--- src/hw/rtl/bped_pkg.sv ---
// Shared types and constants for the button press event detector.
package bped_pkg;

    localparam int unsigned DATA_W     = 32;
    localparam int unsigned ADDR_W     = 4;
    localparam int unsigned DEBOUNCE_W = 16;
    localparam int unsigned LONG_W     = 32;
    localparam int unsigned FLOOR_W    = 16;

    typedef enum logic [1:0] {
        EV_NONE     = 2'd0,
        EV_PRESSED  = 2'd1,
        EV_LONG     = 2'd2,
        EV_RELEASED = 2'd3
    } event_t;

    typedef enum logic [1:0] {
        REG_DEBOUNCE   = 2'd0,
        REG_LONG_PRESS = 2'd1,
        REG_LONG_FLOOR = 2'd2,
        REG_ACTIVE_LOW = 2'd3
    } reg_index_t;

    localparam logic [DEBOUNCE_W-1:0] DEBOUNCE_RESET   = 16'd50;
    localparam logic [LONG_W-1:0]     LONG_PRESS_RESET = 32'd1000;
    localparam logic [FLOOR_W-1:0]    LONG_FLOOR_RESET = 16'd0;

endpackage

--- src/hw/rtl/button_press_event_detector.sv ---
// Top level of the debounced button press, long press and release event detector.
//
//  channel  direction  handshake              payload
//  input    in         in_valid / in_stall    now_ms, pin_level
//  output   out        out_valid / out_stall  event_res, held, long_held
//  config   in         APB write / read       debounce, long press, floor, polarity
//
// One transfer per clock while the output register is not stalled; each sample
// is held in the input register and then shows up at the output register.
// The debounce compare, deadline add and flag update happen in the same cycle
// and write the detector state as the sample moves to the output register.
// A stalled output register holds its result and stalls the input side.
// Reset clears the valid bits and detector state and loads the configuration defaults.
module button_press_event_detector
    import bped_pkg::*;
#(
    parameter int unsigned TIME_BITS = 32
)
(
    input  logic                  clk,
    input  logic                  rst_n,

    input  logic                  in_valid,
    output logic                  in_stall,
    input  logic [31:0]           now_ms,
    input  logic                  pin_level,

    output logic                  out_valid,
    input  logic                  out_stall,
    output logic [1:0]            event_res,
    output logic                  held,
    output logic                  long_held,

    input  logic                  psel,
    input  logic                  penable,
    input  logic                  pwrite,
    input  logic [ADDR_W-1:0]     paddr,
    input  logic [DATA_W-1:0]     pwdata,
    output logic [DATA_W-1:0]     prdata,
    output logic                  pready
);

    logic [DEBOUNCE_W-1:0] debounce_reg;
    logic [LONG_W-1:0]     long_press_reg;
    logic [FLOOR_W-1:0]    long_floor_reg;
    logic                  active_low_reg;

    logic                  in_valid_reg;
    logic [TIME_BITS-1:0]  in_now_reg;
    logic                  in_level_reg;

    logic                  out_valid_reg;
    event_t                event_reg;
    logic                  held_out_reg;
    logic                  long_out_reg;

    logic [TIME_BITS-1:0]  last_reg;
    logic [TIME_BITS-1:0]  last_next;
    logic                  held_reg;
    logic                  held_next;
    logic                  long_held_reg;
    logic                  long_held_next;
    logic [TIME_BITS-1:0]  deadline_reg;
    logic [TIME_BITS-1:0]  deadline_next;
    event_t                event_next;

    logic                  out_free;
    logic                  step;
    logic                  cfg_write;
    reg_index_t            cfg_index;
    logic [TIME_BITS-1:0]  elapsed;
    logic                  sample_due;
    logic                  pressed_level;
    logic                  long_enabled;

    assign pready    = 1'b1;
    assign cfg_write = psel && penable && pwrite;
    assign cfg_index = reg_index_t'(paddr[3:2]);

    always_ff @(posedge clk or negedge rst_n)
    begin
        if (!rst_n)
        begin
            debounce_reg   <= DEBOUNCE_RESET;
            long_press_reg <= LONG_PRESS_RESET;
            long_floor_reg <= LONG_FLOOR_RESET;
            active_low_reg <= 1'b0;
        end
        else if (cfg_write)
        begin
            unique case (cfg_index)
                REG_DEBOUNCE:   debounce_reg   <= pwdata[DEBOUNCE_W-1:0];
                REG_LONG_PRESS: long_press_reg <= pwdata[LONG_W-1:0];
                REG_LONG_FLOOR: long_floor_reg <= pwdata[FLOOR_W-1:0];
                REG_ACTIVE_LOW: active_low_reg <= pwdata[0];
            endcase
        end
    end

    always_comb
    begin
        unique case (cfg_index)
            REG_DEBOUNCE:   prdata = DATA_W'(debounce_reg);
            REG_LONG_PRESS: prdata = DATA_W'(long_press_reg);
            REG_LONG_FLOOR: prdata = DATA_W'(long_floor_reg);
            REG_ACTIVE_LOW: prdata = DATA_W'(active_low_reg);
        endcase
    end

    assign out_free = !out_valid_reg || !out_stall;
    assign step     = in_valid_reg && out_free;
    assign in_stall = in_valid_reg && !out_free;

    always_ff @(posedge clk or negedge rst_n)
    begin
        if (!rst_n)
        begin
            in_valid_reg <= 1'b0;
        end
        else if (!in_stall)
        begin
            in_valid_reg <= in_valid;
        end
    end

    always_ff @(posedge clk)
    begin
        if (in_valid && !in_stall)
        begin
            in_now_reg   <= TIME_BITS'(now_ms);
            in_level_reg <= pin_level;
        end
    end

    assign elapsed       = in_now_reg - last_reg;
    assign sample_due    = elapsed > TIME_BITS'(debounce_reg);
    assign pressed_level = !active_low_reg;
    assign long_enabled  = long_press_reg > LONG_W'(long_floor_reg);

    always_comb
    begin
        last_next      = last_reg;
        held_next      = held_reg;
        long_held_next = long_held_reg;
        deadline_next  = deadline_reg;
        event_next     = EV_NONE;
        if (sample_due)
        begin
            last_next = in_now_reg;
            if (in_level_reg == pressed_level)
            begin
                if (!held_reg)
                begin
                    event_next = EV_PRESSED;
                    held_next  = 1'b1;
                    if (long_enabled)
                    begin
                        deadline_next = in_now_reg + TIME_BITS'(long_press_reg);
                    end
                end
                else if (in_now_reg >= deadline_reg && long_enabled && !long_held_reg)
                begin
                    event_next     = EV_LONG;
                    long_held_next = 1'b1;
                end
            end
            else
            begin
                if (held_reg)
                begin
                    event_next = EV_RELEASED;
                end
                held_next      = 1'b0;
                long_held_next = 1'b0;
            end
        end
    end

    always_ff @(posedge clk or negedge rst_n)
    begin
        if (!rst_n)
        begin
            last_reg      <= '0;
            held_reg      <= 1'b0;
            long_held_reg <= 1'b0;
            deadline_reg  <= '0;
            out_valid_reg <= 1'b0;
        end
        else
        begin
            if (out_free)
            begin
                out_valid_reg <= in_valid_reg;
            end
            if (step)
            begin
                last_reg      <= last_next;
                held_reg      <= held_next;
                long_held_reg <= long_held_next;
                deadline_reg  <= deadline_next;
            end
        end
    end

    always_ff @(posedge clk)
    begin
        if (step)
        begin
            event_reg    <= event_next;
            held_out_reg <= held_next;
            long_out_reg <= long_held_next;
        end
    end

    assign out_valid = out_valid_reg;
    assign event_res = event_reg;
    assign held      = held_out_reg;
    assign long_held = long_out_reg;

endmodule
--- config.mk ---
export PLATFORM = sky130hd
export DESIGN_NAME = button_press_event_detector
export DESIGN_NICKNAME = d
export VERILOG_FILES = /design/src/hw/rtl/bped_pkg.sv /design/src/hw/rtl/button_press_event_detector.sv
export SDC_FILE = /design/constraint.sdc
export NUM_CORES = 1
export LEC_CHECK = 0
export BUFFER_PORTS_ARGS = -buffer_cell sky130_fd_sc_hd__buf_2
export CORE_UTILIZATION = 39
export CTS_BUF_LIST = sky130_fd_sc_hd__clkbuf_4
export DETAILED_ROUTE_END_ITERATION = 8
export GPL_TIMING_DRIVEN = 0
export PLACE_DENSITY_LB_ADDON = 0.3
export SLEW_MARGIN = 40
export SYNTH_ARGS = -nofsm -noshare
export SYNTH_HDL_FRONTEND = slang
export SYNTH_SLANG_ARGS = --single-unit
--- constraint.sdc ---
create_clock -name clk -period 5 [get_ports clk]
set_input_delay 0.5 -clock clk [delete_from_list [all_inputs] [get_ports clk]]
set_output_delay 0.5 -clock clk [all_outputs]
set_load 0.005 [all_outputs]
### After elaboration in Yosys (flattened, before gate mapping)

Cells that the tools add are included.
Widths: inputs -> output; s select.

| cells by class | value |
|---|---|
| mux-type cells | 11 |
| bitwise gates (word level) | 1 |
| order comparisons | 3 |
| equal/unequal tests | 4 |
| $add $sub $neg | 2 |
| reduce and logical (&&, ||, !) cells | 21 |

Operators with widths:

| cell | count |
|---|---|
| $pmux 32 s4 | 1 |
| $gt 32x16->1 | 2 |
| $add 32x32->32 | 1 |
| $ge 32x32->1 | 1 |
| $sub 32x32->32 | 1 |
| $reduce_and 2->1 | 5 |
| $mux 2 | 4 |
| $logic_and 1x1->1 | 7 |
| $logic_not 1->1 | 6 |
| $mux 1 | 6 |
| $reduce_and 5->1 | 1 |
| $eq 2x2->1 const B | 2 |
| $eq 2x1->1 const B | 1 |
| $logic_not 2->1 | 1 |
| $eq 1x1->1 | 1 |
| $logic_or 1x1->1 | 1 |
| $not 1->1 | 1 |

| word-level totals | value |
|---|---|
| bits of input ports | 76 |
| flip-flop bits (word level) | 170 |
| output and inout port bits | 39 |

### Logic depth before layout (Yosys ltp)

Gate-level depths: netlist of run 1.

| logic depth | value |
|---|---|
| depth in word-level cells | 7 |
| gate-level depth with buffers | 23 |

### Worst setup path after synthesis of run 1

OpenSTA, ideal clock, no wires.

| timing | value |
|---|---|
| kind | flip-flop to flip-flop |
| start point | register in_now_reg[6] |
| end point | register last_reg[10] |
| stages on the path, launching flop included | 21 |
| slack | 535 ps |
| data arrival time | 4340 ps |
| setup time | 125 ps |
| cell sequence | edfxtp_1 ha_1 a211oi_1 o221ai_1 a21oi_1 nor2_1 nor2_1 nor3b_1 nor2_1 xnor2_1 ha_1 nand4_1 or2_2 o32a_1 nor4bb_1 nand4_1 or4_1 buf_4 nand2_8 buf_12 mux2_4 |

| between the ends | value |
|---|---|
| longest elaborated chain between the ends | 3 |

RTL lines:

| what | RTL line | source |
|---|---|---|
| start: declaration | button_press_event_detector.sv:49 | `logic [TIME_BITS-1:0] in_now_reg;` |
| start signal: assignment | button_press_event_detector.sv:130 | `in_now_reg <= TIME_BITS'(now_ms);` |
| $sub 32x32->32 | button_press_event_detector.sv:135 | `assign elapsed = in_now_reg - last_reg;` |
| $gt 32x16->1 | button_press_event_detector.sv:136 | `assign sample_due = elapsed > TIME_BITS'(debounce_reg);` |
| $reduce_and 2->1 (no line) | n/a |  |
| end signal: assignment | button_press_event_detector.sv:197 | `last_reg <= last_next;` |
| end: declaration | button_press_event_detector.sv:57 | `logic [TIME_BITS-1:0] last_reg;` |

No other way between the ends.
A chain may end at the register's enable or synchronous reset.

### Worst setup path in the final report of run 1

| timing | value |
|---|---|
| start point | register in_now_reg[0] |
| end point | register last_reg[12] |

The elaborated chain is that of the path after synthesis.

==> results of run 1 <==
-- stage by stage --
step                      area [um^2]  hold WS (ps)
after floorplan                 12000           204
after global placement          13000           468
after detailed placement        13100           478
after CTS                       13800         0.765
after global routing            14200        -0.154
final                           14200          45.6
-- layout make-up --
cell class | count | area [um^2]
clock inverter | 15 | 154
tap | 390 | 488
multi-input combinational | 875 | 7170
antenna | 1 | 2.50
clock buffer | 17 | 128
buffer | 29 | 168
sequential | 170 | 4450
inverter | 111 | 417
fill | 2810 | 15700
timing repair buffer | 174 | 1230
-- placed cells by master (no fill, tap or decap), drive strengths merged, types with 20 or more instances in the layout --
master / netlist / routed
a21o: 42 / 42
buf: 9 / 148
dlygate4sd3: 0 / 31
nand2b: 20 / 20
nand4: 23 / 23
mux2i: 49 / 49
nand2: 88 / 88
edfxtp: 37 / 37
xor2: 22 / 22
a21oi: 79 / 79
inv: 111 / 119
o21ai: 70 / 70
ha: 126 / 126
dfrtp: 124 / 124
nor2: 46 / 46
mux2: 86 / 86
xnor2: 27 / 27
clkbuf: 21 / 40
and2: 22 / 22
-- worst max-delay path: cells and delay by family, from the launching register on --
| family | cells | cell delay [ps] |
|---|---|---|
| adder cells (fa/ha/maj) | 3 | 730 |
| flip-flops | 1 | 420 |
| XOR/XNOR | 1 | 170 |
| AO/OA/AOI/OAI | 8 | 1220 |
| AND/OR/NAND/NOR | 7 | 1550 |
| multiplexers | 1 | 290 |
| buffers and inverters | 3 | 380 |
-- routing by layer --
layer,track usage,routed length [um]
met1,0.296,15600
met2,0.344,15000
met3,0.0419,1560
met4,0.0575,607
met5,0,13
-- logic make-up (layout without fill, tap and decap cells) --
logic type,after synthesis,in the layout,synth area share
AO/OA/AOI/OAI,281,281,0.152
AND/OR/NAND/NOR,280,280,0.122
flip-flops,170,170,0.372
buffers and inverters,141,346,0.0495
multiplexers,136,136,0.133
adder cells (fa/ha/maj),128,128,0.135
XOR/XNOR,49,49,0.0359
other,1,2,0.000314
-- repair_timing --
| item | in CTS | in global routing |
|---|---|---|
| hold endpoints to repair | 82 | 13 |
| pin swaps | 7 | 20 |
| buffers inserted | 15 | 11 |
| gates cloned | 1 | 2 |
| gates resized for setup | 18 | 33 |
| hold buffers | 18 | 13 |
| setup endpoints to repair | 68 | 68 |
-- power breakdown --
| group | switching, mW | internal [mW] |
|---|---|---|
| Clock | 0.600 | 0.227 |
| Combinational | 1.47 | 1.26 |
| Sequential | 0.246 | 1.77 |
-- path summary, 6_finish.rpt --
path,start,end,slack [ps],cells past startpoint
setup / recovery,in_now_reg[0],last_reg[12],130,23
hold / removal,now_ms[29],in_now_reg[29],50,1
setup reg to reg,in_now_reg[0],last_reg[12],130,23
hold reg to reg,in_valid_reg,out_valid,510,1
max in group asynchronous,rst_n,long_press_reg[7],3860,3
min in group asynchronous,rst_n,long_held_reg,390,2
==> flow_summary.ini, run 1 <==
[grt]
overflow = 0
grt_pass1_wl_um = 51500
track_usage = 0.215
antenna_found_initial = 2
grt_max_degree = 68
first_global_vias = 9388

[sta]
worst_slack_ps = 131
fmax_mhz = 205
setup-tns-final_ps = 0
final.setup_skew_ps = 31.8
slew_violations = 0
relSlewSlack = 0.479
tightest_slew_ps = 781
rsz0062_at_grt = yes
setup_viol = 0
finalCritPeriodShare = 0.974
finalHoldViolations = 0
min_period_ps = 4870

[routing]
via_per_inst = 5.40
ant_nets = 0
drt_iter0_drc = 427
routed_wl_um = 32800
num_vias = 9616
dr.pass1.iters = 5
routedWlPerCell_um = 18.4
route.detailed.drc = 0

[clocking]
clk_pin_slew_ps = 150
clock-root-buffer = clkbuf_4
clockBufferDepth = 2
cts.sinks = 170
cts_tree = yes
cts_buffers = 17
clock_latency_ps = 640
h-tree-depth = 4

[pwr]
leakage_nw = 6.68
p_per_area_nw_per_um2 = 392
power_mw = 5.58
vdd_drop_max_v = 0.000210

[worst_setup_path]
end_kind = flip-flop
cp_data_arrival_time_ps = 5400
crit_slowest_cell = or4_4
worst-endpoint-required_ps = 5530
cp-start-kind = flip-flop
critPathKind = reg2reg
path_cells = inv_2, ha_4, fa_2, nor2b_4, o2111ai_4, and2_4, nor2b_4, o21bai_1, a21oi_2, xnor2_2, ha_4, a21o_1, a21o_1, a21oi_2, o21ai_2, o32a_1, nor4bb_2, nand4_1, or4_4, nand2_8, buf_12, clkbuf_16, mux2_4
max_stage_delay_ps = 520
critPathMaxFanout = 5

[floorplanning]
boundaryPins = 115
fp.dieH_um = 177
rows = 63
dieArea_um2 = 31400
die_w_um = 177
initial_utilization = 0.400
core-area_um2 = 29900

[yosys]
yosysTopAreaCell = dfrtp_1
synth_area_um2 = 12000
synthTopCellsByArea = dfrtp_1 26%, ha_1 13%, edfxtp_1 9.3%, mux2_2 4.9%, mux2i_1 4.1%
syn_nets = 1390
yosysSeqAreaShare = 0.372
yosys-top-cells-count = 126 x ha_1, 124 x dfrtp_1, 111 x inv_1
syn_inst = 1186
synth_edf_count = 37
yosys_warnings = 0
synth_most_common_cell = ha_1
ys_seq_elements = 170
async_reset_ff_frac = 0.782
yosysUniqueCellTypes = 77
syn_area_per_cell_um2 = 10.1
synth-main-ff-cell = dfrtp_1
synth_top_area_share = 0.260

[final_layout]
utilization = 0.476
drive_gt1_frac = 0.231
nNetsFinal = 1582
instances_no_fill = 1782
synthToLayoutAreaGrowth_pct = 18.9

[job]
maxCapViolCount = 0

[placed_design]
dp_cells = 1690
hpwl_um = 24900
gp_congestion = 0.873
pre_cts_slack_ps = -452
port_buffers = 111

[hold_path]
hold_path_class = in2reg

[run_status]
status = finished, final reports clean
Note: power is estimated with default switching activity, not from simulation.
==> run 2, diff against run 1 <==
==> constraint.sdc (replaced) <==
create_clock -name clk -period 4.4 [get_ports clk]
set_input_delay 0.88 -clock clk [delete_from_list [all_inputs] [get_ports clk]]
set_output_delay 0.88 -clock clk [all_outputs]
set_load 0.005 [all_outputs]
==> run 2 against run 1 <==
Compared with the run above: the run now ends with negative setup slack left; via count down 2.1%; clock skew shrank 2.0 ps; maximum frequency rose by 0.10%; critical path depth shrank 2; clock-buffer cell count stayed put.
==> flow_summary.ini, run 2 (synthesis results as in run 1) <==
[run_status]
status = finished with violations
violations = negative setup slack

[sta]
finalHoldViolations = 0
finalCritPeriodShare = 1.11
setup_viol = 70
relSlewSlack = 0.457
fmax_mhz = 206
tightest_slew_ps = 802
min_period_ps = 4860
slew_violations = 0
final.setup_skew_ps = 29.8
worst_slack_ps = -464
rsz0062_at_grt = yes

[placed_design]
pre_cts_slack_ps = -1010
hpwl_um = 24800
port_buffers = 111
gp_congestion = 0.876

[routing]
routedWlPerCell_um = 18.5
drt_iter0_drc = 518
via_per_inst = 5.34
dr.pass1.iters = 5
ant_nets = 0
route.detailed.drc = 0
num_vias = 9418
routed_wl_um = 32700

[final_layout]
final_common_cell = dfrtp_1
nFillCells = 2784
drive_gt1_frac = 0.244
nNetsFinal = 1565
synthToLayoutAreaGrowth_pct = 18.8
layout_common_cells = 124 x dfrtp_1, 118 x ha_1, 110 x inv_1, 110 x buf_2, 87 x nand2_1

[pwr]
pwr-share-seq = 0.354
power.internal_mw = 3.85
combPwrFrac = 0.484
p_sw_mw = 2.64
switching_share = 0.407
power_mw = 6.49
p_per_area_nw_per_um2 = 457
vdd_drop_max_v = 0.000201
clkPwrFrac = 0.161
leakage_nw = 6.68

[floorplanning]
rows = 63
boundaryPins = 115
dieArea_um2 = 31400
core-area_um2 = 29900
fp.dieH_um = 177
initial_utilization = 0.400
die_w_um = 177

[grt]
grt_max_degree = 52
overflow = 0
track_usage = 0.215
antenna_found_initial = 2
grt_pass1_wl_um = 51800
first_global_vias = 9407

[clocking]
cts_hold_buf = 0
clock-root-buffer = clkbuf_4
cts_buffers = 17
h-tree-depth = 4
cts.sinks = 170
clockBufferDepth = 2
clock_latency_ps = 590
clk_pin_slew_ps = 180
cts_tree = yes

[worst_setup_path]
end_kind = flip-flop
worst-endpoint-required_ps = 4870
critPathKind = reg2reg
r2r.worst_path.cells = 21
critPathMaxFanout = 6
cp-start-kind = flip-flop
cp_data_arrival_time_ps = 5330

[hold_path]
hold_path_class = in2async

[job]
maxCapViolCount = 0
[run 2: through the flow]
step                setup TNS, ps  instance area, um^2  std cells  utilization  hold WS [ps]
finish                     -21800                14200       1765        0.475           128
global route               -33010                14200       1765        0.475           112
CTS                        -16400                14000       1753        0.470           117
detailed placement         -58010                13100       1690        0.439           478
global placement           -58290                13000       1687        0.436           460
floorplan                       0                12000       1186            -           443
[run 2: final cells by class]
class                   count  area (um^2)  share of cell area
repair buffers            158         1140              0.0800
plain buffers              28          201              0.0142
multi-input cells         875         7170               0.505
diodes                      1         2.50            0.000176
flip-flops and latches    170         4450               0.313
well taps                 390          488              0.0344
inverters                 111          417              0.0293
clock buffers              17          128             0.00899
clock inverters            15          208              0.0146
[run 2: power groups by stage]
stage	Clock, mW	Combinational, mW	Sequential, mW
finish	1.05	3.14	2.30
global route	1.14	3.50	2.35
CTS	1.08	3.05	2.29
detailed placement	0	2.85	2.32
global placement	0	2.77	2.32
floorplan	0	2.17	2.21
[run 2: critical path, cell delays in order (launching register included)]
cell       delay, ps
edfxtp_1         460
inv_2             80
ha_4             160
fa_2             370
nor2b_4          160
o2111ai_4        150
and2_4           200
nor2b_4          120
o21bai_1         150
a21oi_1          100
xnor2_1          140
ha_2             320
nand4_1           70
or2_4            260
o32a_1           350
nor4bb_2         280
nand4_1          130
or4_4            510
nand2_8          160
buf_12           130
buf_12           120
mux2_4           290
[run 2: repair_timing]
action | CTS | global route
resized for setup | 52 | 16
gates cloned | 4 | 1
setup endpoints to repair | 70 | 70
pin swaps | 24 | 3
buffers inserted | 28 | 12
[run 2: per-layer routing]
layer  share of wire  global-route usage  vias up
li1                -                   -     4638
met3           0.040              0.0365       28
met4           0.013              0.0506        2
met1            0.49               0.302     4554
met5         0.00040                   0        -
met2            0.46               0.340      196
[run 2: path summary, 6_finish.rpt]
check | startpoint | end | slack (ps)
min | rst_n | long_floor_reg[2] | 130
min in group clk | pin_level | in_level_reg | 440
max in group asynchronous | rst_n | long_press_reg[8] | 3670
max | in_now_reg[0] | last_reg[18] | -460
min reg2reg | in_valid_reg | out_valid | 520
max reg2reg | in_now_reg[0] | last_reg[18] | -460
